==> src/hdl/bvm_mult.sv <==
// ----------------------------------------------------------------------------
// bvm_mult - bit-serial unsigned multiplier
// one multiplier bit per cycle, shift-add into a right-shifting accumulator
// ----------------------------------------------------------------------------
module bvm_mult #(
    parameter int A_W = 24,
    parameter int B_W = 16
) (
    input  logic               i_clk,
    input  logic               i_rst_n,
    input  logic               i_start,
    input  logic [A_W-1:0]     i_a,
    input  logic [B_W-1:0]     i_b,
    output logic               o_done,
    output logic [A_W+B_W-1:0] o_prod
);
    localparam int P_W   = A_W + B_W;
    localparam int CNT_W = $clog2(B_W + 1);

    logic [A_W-1:0]   r_a;
    logic [P_W-1:0]   r_acc;
    logic [CNT_W-1:0] r_cnt;
    logic             r_done;
    logic [A_W:0]     add_sum;
    logic [P_W:0]     shifted;

    // upper bits plus multiplicand when the current multiplier bit is set
    assign add_sum = {1'b0, r_acc[P_W-1:B_W]} + (r_acc[0] ? {1'b0, r_a} : '0);
    assign shifted = {add_sum, r_acc[B_W-1:0]};

    always_ff @(posedge i_clk) begin
        if (!i_rst_n) begin
            r_cnt  <= '0;
            r_done <= 1'b0;
        end else begin
            r_done <= 1'b0;
            if (i_start) begin
                r_cnt <= CNT_W'(B_W);
            end else if (r_cnt != '0) begin
                r_cnt <= r_cnt - 1'b1;
                if (r_cnt == CNT_W'(1)) begin
                    r_done <= 1'b1;
                end
            end
        end
    end

    always_ff @(posedge i_clk) begin
        if (i_start) begin
            r_a   <= i_a;
            r_acc <= {{A_W{1'b0}}, i_b};
        end else if (r_cnt != '0) begin
            r_acc <= shifted[P_W:1];
        end
    end

    assign o_done = r_done;
    assign o_prod = r_acc;

endmodule

==> config.mk <==
export PLATFORM = sky130hd
export DESIGN_NAME = bvm_mult
export DESIGN_NICKNAME = d
export VERILOG_FILES = /design/src/hdl/bvm_mult.sv
export SDC_FILE = /design/constraint.sdc
export NUM_CORES = 1
export LEC_CHECK = 0
export BUFFER_PORTS_ARGS = -buffer_cell sky130_fd_sc_hd__buf_2
export CAP_MARGIN = 40
export CORE_AREA = 5 5 79 117
export DETAILED_ROUTE_END_ITERATION = 6
export DIE_AREA = 0 0 84 122
export GPL_ROUTABILITY_DRIVEN = 0
export GPL_TIMING_DRIVEN = 0
export PLACE_DENSITY = 0.81
export SLEW_MARGIN = 10
export SYNTH_ARGS = -nofsm -noshare
export SYNTH_HDL_FRONTEND = slang
export SYNTH_SLANG_ARGS = --single-unit
==> constraint.sdc <==
create_clock -name i_clk -period 2.6 [get_ports i_clk]
set_input_delay 0.26 -clock i_clk [delete_from_list [all_inputs] [get_ports i_clk]]
set_output_delay 0.26 -clock i_clk [all_outputs]
set_load 0.01 [all_outputs]
==> results.sh <==
export IMPL_status="finished, violations left"
export IMPL_violations="negative setup slack"
export IMPL_area_growth_pct=37.68
export IMPL_r2r_slack_ns=-0.26
export IMPL_dp_cells=556
export IMPL_dieHeight_um=122
export IMPL_h_tree_depth=3
export IMPL_async_flop_share_pct=0
export IMPL_cp_required_ns=2.83
export IMPL_layout_nets=551
export IMPL_routed_via_density=5.902
export IMPL_slew_limit_headroom_pct=57.81
export IMPL_antenna_found_initial=0
export IMPL_multi_input_area_mm2=0.002307
export IMPL_use_met2_pct=34.81
export IMPL_dr_pass1_iters=6
export IMPL_path_clk_slew_ns=0.06
export IMPL_antenna_cells=0
export IMPL_syn_nets=437
export IMPL_slew_violations=0
export IMPL_grt_pass1_wl_mm=15.69
export IMPL_syn_area_mm2=0.003829
export IMPL_finalHoldViolCount=0
export IMPL_fp_coreArea_mm2=0.008208
export IMPL_vias=3494
export IMPL_ff_latch_area_mm2=0.001802
export IMPL_power_share_clock_pct=24.0
export IMPL_grt_busiest_layer="met2"
export IMPL_grt_pass1_vias=3401
export IMPL_num_fill_cells=616
export IMPL_yosysWarnings=0
export IMPL_power_density_mw_per_mm2=971.6
export IMPL_portBuffers=83
export IMPL_fmax_ghz=0.3499
export IMPL_holdCritPathClass="in2reg"
export IMPL_arrival_ns=3.09
export IMPL_rsz0062_at_grt="yes"
export IMPL_yosysSeqAreaShare_pct=47.06
export IMPL_ioPinCount=84
export IMPL_timing_rr_end="o_prod[27]"
export IMPL_leakagePower_nw=2.151
export IMPL_avgSynthCellArea_um2=10.46
export IMPL_drive_above_1_share_pct=42.68
export IMPL_worstSetupEndpointType="flop"
export IMPL_startpoint="o_prod[0]"
export IMPL_drc=0
export IMPL_p_int_mw=3.210
export IMPL_synthTopCellsByArea="edfxtp_1, dfxtp_1, ha_1, mux2_2, a21oi_1"
export IMPL_rr_worst_depth=12
export IMPL_die_w_um=84
export IMPL_die_area_mm2=0.01025
export IMPL_synth_top_area_share_pct=31.37
export IMPL_place_area_mm2=0.004444
export IMPL_worstPathCellList="clkbuf_8 > and2_4 > ha_4 > fa_2 > a21oi_4 > o21ai_2 > nand4_1 > buf_4 > a21boi_2 > o21a_1 > or3_1 > a32o_1"
export IMPL_cts_made_buffers=9
export IMPL_route_detailed_wl_per_inst_um=19.20
export IMPL_wl_mm=11.36
export IMPL_root_buffer="clkbuf_16"
export IMPL_stdcell_area_mm2=0.005271
export IMPL_p_sw_mw=1.911
export IMPL_initial_core_util_pct=46.65
export IMPL_clock_latency_ns=0.34
export IMPL_postSynthCellCount=366
export IMPL_rr_startpoint="o_prod[0]"
export IMPL_synth_top_cell_by_area="edfxtp_1"
export IMPL_met3_usage_pct=6.766
export IMPL_period_minus_slack_ns=2.858
export IMPL_grt_overflow=0
export IMPL_cts_hold_buf=0
export IMPL_timing_final_crit_share_pct=109.9
export IMPL_combPwrFrac_pct=44.1
export IMPL_clock_sinks=70
export IMPL_fin_worst_hold_slack_ns=0.09290
export IMPL_clockBufferDepth=2
export IMPL_yosysMostFrequentCell="edfxtp_1"
export IMPL_ant_nets=0
export IMPL_grtUsageMet1_pct=20.07
export IMPL_drt_iter0_markers=481
export IMPL_max_cap_violations=0
export IMPL_power_switching_share_pct=37.32
export IMPL_crit_fanout=5
export IMPL_fin_ws_ns=-0.2579
export IMPL_cts_tree="built"
export IMPL_synth_seq_cells=70
export IMPL_rows=41
export IMPL_worstMarginPinSlew_ns=0.6329
export IMPL_grt_util_all_layers_pct=19.34
export IMPL_start_kind="flop"
export IMPL_crit_path_end="o_prod[27]"
export IMPL_timing_worst_setup_path_type="reg2reg"
export IMPL_synth_common_cells="edfxtp_1, nand2_1, a21oi_1, dfxtp_1, ha_1"
export IMPL_slowest_delay_ns=0.47
export IMPL_layoutNonFillerInstCount=592
export IMPL_p_seq_share_pct=31.9
export IMPL_critPathSlowestCell="edfxtp_1"
export IMPL_ir_drop_v=0.0007121
export IMPL_synth_edf_count=40
export IMPL_clock_skew_ns=0.007319
export IMPL_setup_violations=14
export IMPL_finalPower_mw=5.122
export IMPL_ys_flop_type="edfxtp_1"
export IMPL_synthDistinctLibCells=53
export IMPL_grt_start_max_net_pins=26
export IMPL_hpwl_mm=6.835
-- logic make-up (layout without fill, tap and decap cells) --
logic type / Yosys count / count (layout) / synth area share, %
AO/OA/AOI/OAI: 95 / 95 / 16.44
buffers and inverters: 23 / 142 / 3.105
flip-flops: 70 / 70 / 47.06
adder cells (fa/ha/maj): 28 / 28 / 9.346
multiplexers: 16 / 16 / 4.706
XOR/XNOR: 20 / 20 / 4.575
AND/OR/NAND/NOR: 114 / 114 / 14.77
-- sequential cells by signal, summed over array words and instances (netlist names) --
signal / count
r_a: 24
o_prod: 40
r_cnt: 5
o_done: 1
-- metal layers --
layer	wire length, µm	part of all wire, %
met3	814	7.2
met2	5947	52
met1	4054	36
met5	0	0
met4	548	4.8
-- per-stage QoR --
stage | util [%] | TNS (ns) | setup slack (ns)
CTS | 60.81 | -0.6024 | -0.1881
finish | 64.22 | -0.8747 | -0.2579
floorplan | - | -0.01489 | -0.01489
global route | 64.22 | -2.131 | -0.3239
global placement | 54.15 | -2.047 | -0.3210
detailed placement | 54.15 | -2.386 | -0.3421
-- how the worst min path moves through the flow --
stage | end | slack (ns) | from | cells past startpoint
floorplan | r_a[0] | 0.36 | i_a[0] | 0
global placement | r_a[9] | 0.44 | i_a[9] | 1
detailed placement | r_a[19] | 0.44 | i_a[19] | 1
CTS | r_a[21] | 0.09 | i_a[21] | 1
global route | r_a[0] | 0.08 | i_a[0] | 1
finish | r_a[0] | 0.09 | i_a[0] | 1
-- power groups by stage --
stage / Clock, mW / Sequential, mW / Combinational, mW
after floorplan: 0 / 1.68 / 1.12
after global placement: 0 / 1.61 / 1.67
after detailed placement: 0 / 1.62 / 1.72
after global routing: 1.29 / 1.66 / 2.43
after CTS: 1.23 / 1.62 / 1.91
final: 1.23 / 1.63 / 2.26
-- cell type report --
type / instances / area share [%]
inverters: 6 / 0.4985
clock inverters: 7 / 1.424
repair buffers: 107 / 11.37
flip-flops and latches: 70 / 34.18
well taps: 107 / 2.540
plain buffers: 13 / 1.946
multi-input cells: 273 / 43.77
clock buffers: 9 / 4.272
-- cells in the final DEF (no fill, tap or decap), types with 7 or more instances in the layout --
master / instances
buf_4: 23
buf_2: 83
mux2_2: 16
nor2_1: 19
ha_4: 15
and2_1: 24
clkbuf_16: 9
a22o_1: 8
xnor2_1: 16
dfxtp_1: 30
ha_1: 9
a21oi_2: 7
nand2_1: 36
a21oi_1: 23
edfxtp_1: 40
-- worst max-delay path, delay by kind of cell (launching register included) --
family                   cells  cell delay (ns)
flip-flops                   1             0.47
buffers and inverters        2             0.35
AO/OA/AOI/OAI                5             0.77
AND/OR/NAND/NOR              3             0.64
adder cells (fa/ha/maj)      2             0.53
-- timing repair --
item                       4_1_cts  5_1_grt
pin swaps                       11       22
gates cloned                     2        0
setup buffers                   10       13
gates resized for setup         29       45
setup endpoints to repair       13       33
(Power assumes the default switching activity.)
