## src/hdl/bvm_div.sv

```systemverilog
// ----------------------------------------------------------------------------
// bvm_div - bit-serial restoring divider
// one quotient bit per cycle, msb first
// ----------------------------------------------------------------------------
module bvm_div #(
    parameter int N_W = 21,
    parameter int D_W = 5
) (
    input  logic           i_clk,
    input  logic           i_rst_n,
    input  logic           i_start,
    input  logic [N_W-1:0] i_num,
    input  logic [D_W-1:0] i_den,
    output logic           o_done,
    output logic [N_W-1:0] o_quo
);
    localparam int CNT_W = $clog2(N_W + 1);

    logic [D_W-1:0]   r_den;
    logic [D_W-1:0]   r_rem;
    logic [N_W-1:0]   r_quo;
    logic [CNT_W-1:0] r_cnt;
    logic             r_done;
    logic [D_W+1:0]   trial;
    logic             borrow;

    // shift in the next dividend bit and try to take the divisor off
    assign trial  = {1'b0, r_rem, r_quo[N_W-1]} - {2'b00, r_den};
    assign borrow = trial[D_W+1];

    always_ff @(posedge i_clk) begin
        if (!i_rst_n) begin
            r_cnt  <= '0;
            r_done <= 1'b0;
        end else begin
            r_done <= 1'b0;
            if (i_start) begin
                r_cnt <= CNT_W'(N_W);
            end else if (r_cnt != '0) begin
                r_cnt <= r_cnt - 1'b1;
                if (r_cnt == CNT_W'(1)) begin
                    r_done <= 1'b1;
                end
            end
        end
    end

    always_ff @(posedge i_clk) begin
        if (i_start) begin
            r_den <= i_den;
            r_rem <= '0;
            r_quo <= i_num;
        end else if (r_cnt != '0) begin
            if (!borrow) begin
                r_rem <= trial[D_W-1:0];
            end else begin
                r_rem <= {r_rem[D_W-2:0], r_quo[N_W-1]};
            end
            r_quo <= {r_quo[N_W-2:0], ~borrow};
        end
    end

    assign o_done = r_done;
    assign o_quo  = r_quo;

endmodule

```

## config.mk

```make
export PLATFORM = sky130hd
export DESIGN_NAME = bvm_div
export DESIGN_NICKNAME = d
export VERILOG_FILES = /design/src/hdl/bvm_div.sv
export SDC_FILE = /design/constraint.sdc
export NUM_CORES = 1
export LEC_CHECK = 0
export ABC_AREA = 0
export BUFFER_PORTS_ARGS = -buffer_cell sky130_fd_sc_hd__buf_2
export CAP_MARGIN = 10
export CORE_ASPECT_RATIO = 0.9
export CORE_UTILIZATION = 50
export DETAILED_ROUTE_END_ITERATION = 6
export PLACE_DENSITY = 0.76
export SLEW_MARGIN = 40
export SYNTH_ARGS = -nofsm -noshare
export SYNTH_HDL_FRONTEND = slang
export SYNTH_SLANG_ARGS = --single-unit
```

## constraint.sdc

```tcl
create_clock -name i_clk -period 5.5 [get_ports i_clk]
set_clock_uncertainty 0.15 [all_clocks]
set_input_delay 0.825 -clock i_clk [delete_from_list [all_inputs] [get_ports i_clk]]
set_output_delay 0.825 -clock i_clk [all_outputs]
set_load 0.01 [all_outputs]
```

==> results.py, run 1 <==
metrics = {
    "final_layout": {
        "area.growth.synth_to_final_pct": 23.1,
        "most-common-layout-cells": "buf_2 (50), edfxtp_1 (26), mux2_2 (21)",
        "design_area_sq_um": 2160,
        "diodes": 0,
        "fin_nets": 220,
        "fin_util": 0.643,
        "drive_gt1_frac": 0.473,
        "final_common_cell": "buf_2",
    },
    "timing": {
        "setup_tns_ps": 0,
        "hold_viol": 0,
        "hold_ws_ps": 365,
        "final_max_slew_viol_count": 0,
        "setup_slack_ps": 3200,
        "max_freq_ghz": 0.436,
        "worst_pin_slew_ps": 728,
        "setup_viol": 0,
        "rsz0062_at_grt": "no",
        "min_period_ps": 2300,
        "post-route-period-util": 0.417,
        "max-slew-margin-rel": 0.515,
    },
    "setup_path": {
        "cp.arrival_ps": 2350,
        "path_max_fanout": 8,
        "critPathLaunchType": "flip-flop",
        "cp-end-kind": "flip-flop",
        "worstPathRequired_ps": 5550,
        "setup.worst_path.class": "reg2reg",
    },
    "clocking": {
        "cts.path.max_buffers": 2,
        "numCtsBuffers": 5,
        "clock_latency_ps": 290,
        "post_cts_buffers": 0,
        "cts_root_buffer": "clkbuf_8",
        "cts_sinks": 37,
        "hold_buffers": 0,
        "cts_resized": 0,
        "htree_levels": 2,
        "tritoncts": "built",
        "clk_pin_slew_ps": 70,
    },
    "die": {
        "initial_core_util": 0.522,
        "die_h_um": 58.2,
        "die_w_um": 64.4,
        "core_area_sq_um": 3350,
        "dieArea_sq_um": 3740,
        "io_pins": 51,
        "rows": 20,
    },
    "status": {
        "status": "finished, final reports clean",
    },
    "routing": {
        "drt-met1-wl_um": 1280,
        "drc": 0,
        "wl_um": 3000,
        "detail-route-antenna-nets": 0,
        "dr.pass1.iters": 4,
        "top_layer": "met4",
        "met3_wirelength_um": 135,
        "wl_per_cell_um": 13.1,
        "met2_wirelength_um": 1500,
        "vias": 1177,
        "drt-vias-per-instance": 5.16,
        "drt_iter0_drc": 58,
    },
    "min_path": {
        "worstHoldPathType": "reg2reg",
    },
    "synthesis": {
        "syn_avg_cell_area_sq_um": 13.5,
        "syn_nets": 167,
        "synthCells": 130,
        "yosysSeqAreaShare": 0.571,
        "netlist-cell-type-count": 36,
        "synth_area_sq_um": 1750,
        "ys_warn_count": 0,
        "synth-seq-cells": 37,
    },
    "global_route": {
        "grt_overflow_total": 0,
        "antenna_found_initial": 0,
        "grt_max_degree": 38,
        "grt_pass1_wl_um": 5020,
        "grt_usage": 0.183,
        "grt_pass1_vias": 1146,
    },
    "pwr": {
        "power_frac_seq": 0.443,
        "comb_power_share": 0.283,
        "peakVddDrop_v": 0.000293,
        "leakage_uw": 0.000909,
        "clkPwrFrac": 0.274,
        "powerDensity_nw_per_um2": 411,
        "swShare": 0.293,
        "p_int_uw": 627,
        "p_switching_uw": 260,
    },
    "place": {
        "post-place-ws_ps": 2780,
        "place_congestion": 0.788,
        "placed_area_sq_um": 2030,
        "dp_hpwl_um": 2170,
        "io_buffers": 50,
    },
    "job": {
        "timing.max_cap.violations": 0,
    },
}
## Yosys cell counts, drive strengths merged
| cell | instances | area [sq um] |
|---|---|---|
| a2111oi | 1 | 10.0 |
| a211oi | 3 | 27.5 |
| a21oi | 1 | 5.00 |
| a311oi | 1 | 8.76 |
| and2b | 1 | 8.76 |
| and3 | 1 | 11.3 |
| buf | 3 | 18.8 |
| clkbuf | 1 | 3.75 |
| dfxtp | 11 | 220 |
| edfxtp | 26 | 781 |
| fa | 1 | 20.0 |
| ha | 7 | 87.6 |
| inv | 8 | 30.0 |
| mux2 | 21 | 236 |
| mux2i | 1 | 10.0 |
| nand2 | 2 | 7.51 |
| nand2b | 2 | 20.0 |
| nand3b | 2 | 15.0 |
| nor2 | 13 | 48.8 |
| nor3 | 7 | 40.0 |
| nor4 | 2 | 18.8 |
| o21a | 3 | 22.5 |
| o21ai | 3 | 26.3 |
| o21bai | 1 | 7.51 |
| o311ai | 1 | 8.76 |
| o31a | 1 | 8.76 |
| or2b | 1 | 7.51 |
| or3 | 1 | 6.26 |
| xnor2 | 3 | 26.3 |
| xor2 | 1 | 8.76 |
## sequential cells by signal (all words and copies together), names as in the netlist
name and count:
o_quo 21, r_cnt 5, r_den 5, r_rem 5, o_done 1
## logic make-up after synthesis
kind of cell,count (synthesis),synth area share
buf+inv,12,0.0300
flops,37,0.571
mux,22,0.141
xor+xnor,4,0.0200
simple gates,32,0.105
compound gates,15,0.0714
fa+ha+maj,8,0.0614
## metal layers
| layer | track usage | up-vias |
|---|---|---|
| li1 | - | 583 |
| met1 | 0.218 | 558 |
| met2 | 0.290 | 27 |
| met3 | 0.0630 | 9 |
| met4 | 0.102 | 0 |
| met5 | 0 | - |
## path summary, 6_finish.rpt
| path | start | endpoint | slack [ps] | cells after the start |
|---|---|---|---|---|
| min reg2reg | r_cnt[1]$_SDFFE_PP0N_ | r_cnt[1]$_SDFFE_PP0N_ | 370 | 2 |
| max | o_quo[20]$_DFFE_PP_ | r_rem[0]$_SDFFE_PP0N_ | 3200 | 8 |
| min | r_cnt[1]$_SDFFE_PP0N_ | r_cnt[1]$_SDFFE_PP0N_ | 370 | 2 |
| max reg2reg | o_quo[20]$_DFFE_PP_ | r_rem[0]$_SDFFE_PP0N_ | 3200 | 8 |
## per-stage QoR
step,cells,total power [uW]
after floorplan,130,579
after global placement,220,639
after detailed placement,220,651
after CTS,228,897
after global routing,228,943
final,228,887
## critical path: stages, from the launching register on
cell and delay (ps):
edfxtp_1 410, inv_1 80, ha_1 150, inv_1 50, fa_1 420, a211oi_2 360
o21ai_4 150, and3_4 210, nor4_2 230
## area by class of cell
cell class / count / area, sq um
Timing Repair Buffer: 50 / 250
Fill cell: 278 / 1200
Clock inverter: 2 / 37.5
Multi-Input combinational cell: 81 / 699
Inverter: 8 / 30.0
Sequential cell: 37 / 1000
Tap cell: 44 / 55.1
Clock buffer: 6 / 82.6
## power groups by stage
stage / combinational (uW) / sequential [uW] / clock [uW]
6_report: 251 / 393 / 243
5_1_grt: 282 / 400 / 261
4_1_cts: 255 / 394 / 249
3_5_place_dp: 253 / 398 / 0
3_3_place_gp: 243 / 396 / 0
2_1_floorplan: 171 / 407 / 0
Note: power is estimated with default switching activity, not from simulation.
==> run 2, diff against run 1 <==
- ABC_AREA: 0 -> 1
- clock period: 5.5 -> 2.2 ns (I/O delays scaled with it)
==> run 2 against run 1 <==
Against the previous run: die area grew 5.1%; clock power grew 140%; highest routed layer unchanged; sequential share of layout area shrank 2.0 points; critical path type unchanged; worst setup slack lost 2900 ps; largest power group unchanged; area after synthesis grew 5.3%; maximum frequency grew 18%; core utilization grew 0.96 points; critical path depth is the same.
==> results.py, run 2 <==
metrics = {
    "job": {
        "timing.max_cap.violations": 0,
    },
    "clocking": {
        "cts_root_buffer": "clkbuf_8",
        "tritoncts": "built",
        "clk_pin_slew_ps": 70,
        "htree_levels": 2,
        "cts_sinks": 37,
        "cts_resized": 0,
        "clock_latency_ps": 290,
        "numCtsBuffers": 5,
        "cts.path.max_buffers": 2,
        "post_cts_buffers": 0,
        "hold_buffers": 0,
    },
    "setup_path": {
        "path_max_fanout": 5,
        "rrSetupSlack_ps": 260,
        "crit_chain": "inv_1 -> ha_1 -> inv_1 -> fa_1 -> inv_1 -> nor3_2 -> nor2_2 -> o21ai_1",
        "setup.worst_path.class": "reg2reg",
        "slowest_delay_ps": 430,
        "cp-end-kind": "flip-flop",
        "cp.arrival_ps": 1840,
        "worstPathRequired_ps": 2100,
        "slowest_stage": "fa_1",
        "critPathLaunchType": "flip-flop",
        "crit_top_cell": "inv_1",
    },
    "synthesis": {
        "synth-seq-cells": 37,
        "synth_area_leaders": "edfxtp_1 (42%), nand2_1 (16%), dfxtp_1 (12%)",
        "yosysTopAreaCellShare": 0.423,
        "synthCells": 207,
        "yosys-top-cells-count": "nand2_1 (79), edfxtp_1 (26), nor2_1 (18), inv_1 (16)",
        "synth_edf_count": 26,
        "syn_avg_cell_area_sq_um": 8.91,
        "synth.most_common_cell": "nand2_1",
        "ys_warn_count": 0,
        "netlist-cell-type-count": 25,
        "synthFlopType": "edfxtp_1",
        "syn_nets": 244,
        "synth_area_sq_um": 1840,
        "synth_top_area_cell": "edfxtp_1",
        "synth-async-reset-ratio": 0,
        "yosysSeqAreaShare": 0.543,
    },
    "final_layout": {
        "fin_util": 0.653,
        "fin_nets": 299,
        "area.growth.synth_to_final_pct": 22.2,
        "final_common_cell": "nand2_1",
        "design_area_sq_um": 2250,
        "largest_reg_flops": 21,
        "most-common-layout-cells": "nand2_1 (79), buf_2 (50), edfxtp_1 (26)",
        "drive_gt1_frac": 0.316,
        "diodes": 0,
    },
    "timing": {
        "post-route-period-util": 0.884,
        "max_freq_ghz": 0.514,
        "setup_tns_ps": 0,
        "max-slew-margin-rel": 0.802,
        "final_max_slew_viol_count": 0,
        "setup_viol": 0,
        "rsz0062_at_grt": "no",
        "min_period_ps": 1940,
        "worst_pin_slew_ps": 297,
        "hold_viol": 0,
    },
    "die": {
        "die_w_um": 66.0,
        "die_h_um": 59.6,
        "dieArea_sq_um": 3940,
        "core_area_sq_um": 3450,
        "io_pins": 51,
        "initial_core_util": 0.534,
        "rows": 20,
    },
    "routing": {
        "wl_per_cell_um": 12.2,
        "drc": 0,
        "vias": 1499,
        "wl_um": 3750,
        "dr.pass1.iters": 4,
        "detail-route-antenna-nets": 0,
        "drt-vias-per-instance": 4.88,
        "drt_iter0_drc": 76,
    },
    "place": {
        "io_buffers": 50,
        "place_congestion": 0.815,
        "dp_hpwl_um": 2670,
        "placed_area_sq_um": 2150,
    },
    "pwr": {
        "leakage_uw": 0.00114,
        "peakVddDrop_v": 0.000531,
        "powerDensity_nw_per_um2": 971,
    },
    "global_route": {
        "grt_overflow_total": 0,
        "grt_max_degree": 26,
        "grt_pass1_wl_um": 5940,
        "antenna_found_initial": 0,
        "grt_pass1_vias": 1383,
        "grt_usage": 0.207,
    },
    "min_path": {
        "worstHoldPathType": "in2reg",
    },
    "status": {
        "status": "finished, final reports clean",
    },
}
run 2: stage by stage:
step	total power, uW	std cells	hold WS, ps	setup slack (ps)
after global placement	1600	299	357	337
after detailed placement	1610	299	355	272
after global routing	2330	307	48.1	101
after CTS	2190	307	53.2	264
final	2190	307	57.1	256
after floorplan	1430	207	279	355
run 2: final cells by class:
| class | count | area [sq um] |
|---|---|---|
| Clock inverter | 2 | 35.0 |
| Clock buffer | 6 | 72.6 |
| Tap cell | 44 | 55.1 |
| Inverter | 21 | 78.8 |
| Multi-Input combinational cell | 143 | 731 |
| Timing Repair Buffer | 54 | 280 |
| Fill cell | 288 | 1200 |
| Sequential cell | 37 | 1000 |
run 2: cells by family after synthesis:
kind of cell	count (synthesis)	synth area share
simple gates	119	0.278
fa+ha+maj	8	0.0583
flops	37	0.543
buf+inv	27	0.0611
xor+xnor	2	0.00950
compound gates	14	0.0502
run 2: report_power, final:
part | internal, uW | total, uW | switching (uW)
Clock | 336 | 576 | 240
Combinational | 251 | 647 | 396
Sequential | 876 | 964 | 87.7
Total | 1460 | 2190 | 724
run 2: critical path: cells and delay by family (launching register included):
kind,cells,cell delay (ps)
adders and majority gates,2,570
buffers and inverters,3,240
AOI/OAI and AO/OA,1,80
and+or+nand+nor,2,250
DFF,1,410
run 2: worst paths after layout:
check / startpoint / to / cells after the start
worst min register to register: r_cnt[4]$_SDFFE_PN0P_ / o_done$_SDFF_PP0_ / 1
worst max-delay path: o_quo[20]$_DFFE_PP_ / o_quo[0]$_DFFE_PP_ / 8
worst max register to register: o_quo[20]$_DFFE_PP_ / o_quo[0]$_DFFE_PP_ / 8
worst min-delay path: i_den[0] / r_den[0]$_DFFE_PP_ / 1
run 2: routing by layer:
layer | vias up | GRT usage | share of wire
met5 | - | 0 | 0
met4 | 0 | 0.0821 | 0.016
met3 | 6 | 0.0538 | 0.053
met2 | 42 | 0.351 | 0.47
met1 | 681 | 0.253 | 0.46
li1 | 770 | - | -
==> run 3, diff against run 2 <==
--- a/config.mk
+++ b/config.mk
@@ -7,3 +7,2 @@
 export LEC_CHECK = 0
-export ABC_AREA = 1
 export BUFFER_PORTS_ARGS = -buffer_cell sky130_fd_sc_hd__buf_2
--- a/constraint.sdc
+++ b/constraint.sdc
@@ -4,2 +4,2 @@
 set_output_delay 0.33 -clock i_clk [all_outputs]
-set_load 0.01 [all_outputs]
+set_load 0.05 [all_outputs]
==> run 3 against run 2 <==
Against the previous run: worst setup slack got worse by 220 ps; non-clock buffer count rose by 1; sequential share of layout area rose by 0.96 points; global-route usage fell by 1.7 points; combinational power rose by 49%; hold slack improved by 16 ps; routed wire length fell by 13%; design area fell by 2.1%; die area fell by 4.9%; via count fell by 20%; critical path depth fell by 1; core utilization rose by 0.53 points; largest cell class unchanged.
==> results.py, run 3 (synthesized netlist as in run 1, its figures left out) <==
metrics = {
    "final_layout": {
        "largest_reg_flops": 21,
        "drive_gt1_frac": 0.503,
        "multiInputGateArea_sq_um": 724,
        "num-fill-cells": 268,
        "diodes": 0,
        "final_common_cell": "buf_2",
        "most-common-layout-cells": "buf_2 (50), edfxtp_1 (26), mux2_2 (20)",
        "fin_nets": 225,
        "area.growth.synth_to_final_pct": 25.9,
        "regArea_sq_um": 1000,
        "instances_no_fill": 233,
    },
    "pwr": {
        "clkPwrFrac": 0.186,
        "powerDensity_nw_per_um2": 1090,
        "power_frac_seq": 0.413,
        "p_switching_uw": 916,
        "p_int_uw": 1480,
        "leakage_uw": 0.000937,
        "swShare": 0.382,
        "comb_power_share": 0.401,
        "peakVddDrop_v": 0.000716,
        "p_total_uw": 2400,
    },
    "clocking": {
        "cts_root_buffer": "clkbuf_8",
        "clk_pin_slew_ps": 70,
        "cts.path.max_buffers": 2,
        "tritoncts": "built",
        "hold_buffers": 0,
        "numCtsBuffers": 5,
        "clock_latency_ps": 280,
        "cts_sinks": 37,
        "htree_levels": 2,
    },
    "die": {
        "initial_core_util": 0.522,
        "die_h_um": 58.2,
        "io_pins": 51,
        "core_area_sq_um": 3350,
        "rows": 20,
        "die_w_um": 64.4,
        "dieArea_sq_um": 3740,
    },
    "timing": {
        "min_period_ps": 2160,
        "max_freq_ghz": 0.462,
        "max-slew-margin-rel": 0.714,
        "hold_ws_ps": 73.0,
        "final_max_slew_viol_count": 0,
        "worst_pin_slew_ps": 424,
        "post-route-period-util": 0.983,
        "hold_viol": 0,
        "setup_viol": 0,
        "rsz0062_at_grt": "yes",
        "setup_slack_ps": 36.4,
    },
    "setup_path": {
        "slowest_stage": "edfxtp_1",
        "crit_chain": "inv_1 -> ha_2 -> inv_2 -> fa_2 -> a211oi_4 -> o21ai_4 -> mux2_4",
        "r2r_cells": 7,
        "setup.worst_path.class": "reg2reg",
        "worstPathRequired_ps": 2080,
        "critPathLaunchType": "flip-flop",
        "timing.critical_path.buf_inv": 2,
        "cp.arrival_ps": 2040,
        "critPathTopFamily": "adder cells",
        "slowest_delay_ps": 390,
        "path_max_fanout": 7,
        "path_depth": 7,
        "cp-end-kind": "flip-flop",
    },
    "global_route": {
        "grt_usage": 0.191,
        "grt_overflow_total": 0,
        "grt_pass1_vias": 1140,
        "antenna_found_initial": 0,
        "grt_pass1_wl_um": 5290,
        "grt_max_degree": 27,
    },
    "routing": {
        "wl_um": 3270,
        "drc": 0,
        "drt_iter0_drc": 67,
        "drt-vias-per-instance": 5.17,
        "vias": 1205,
        "detail-route-antenna-nets": 0,
        "wl_per_cell_um": 14.0,
        "dr.pass1.iters": 4,
    },
    "place": {
        "dp_hpwl_um": 2310,
        "dp_cells": 224,
        "post-place-ws_ps": 47.8,
        "io_buffers": 50,
        "place_congestion": 0.798,
    },
    "min_path": {
        "hold_depth": 1,
        "worstHoldPathType": "in2reg",
    },
    "job": {
        "timing.max_cap.violations": 0,
    },
    "status": {
        "status": "finished, final reports clean",
    },
}
-- run 3: worst paths after layout --
path / startpoint / endpoint / slack (ps)
hold / removal: i_den[4] / r_den[4]$_DFFE_PP_ / 70
setup reg to reg: o_quo[20]$_DFFE_PP_ / o_quo[0]$_DFFE_PP_ / 40
setup / recovery: o_quo[20]$_DFFE_PP_ / o_quo[0]$_DFFE_PP_ / 40
hold reg to reg: r_cnt[1]$_SDFFE_PP0N_ / r_cnt[1]$_SDFFE_PP0N_ / 380
-- run 3: area by class of cell --
cell class              instances  area share
clock buffers                   6      0.0329
inverters                       8      0.0136
repair buffers                 55       0.142
well taps                      44      0.0250
flip-flops and latches         37       0.454
multi-input cells              81       0.328
clock inverters                 2     0.00454
-- run 3: routing by layer --
| layer | track usage | routed length (um) |
|---|---|---|
| met1 | 0.256 | 1460 |
| met2 | 0.295 | 1640 |
| met3 | 0.0492 | 129 |
| met4 | 0.0794 | 39 |
| met5 | 0 | 0 |
-- run 3: power by group through the flow --
stage	registers [uW]	clock network, uW	logic [uW]
2_1_floorplan	1240	0	451
3_3_place_gp	989	0	870
3_5_place_dp	999	0	901
4_1_cts	987	459	907
5_1_grt	1010	492	1030
6_report	990	446	961
-- run 3: repair_timing --
action | CTS | global route
gates resized for setup | 0 | 5
buffers inserted | 0 | 1
endpoints found under the setup margin | 0 | 3
-- run 3: through the flow --
stage,cell area (sq um),utilization,setup TNS (ps)
6_report,2210,0.658,0
5_1_grt,2210,0.658,-37.3
4_1_cts,2180,0.651,0
3_5_place_dp,2100,0.626,0
3_3_place_gp,2100,0.626,0
2_1_floorplan,1760,-,-465
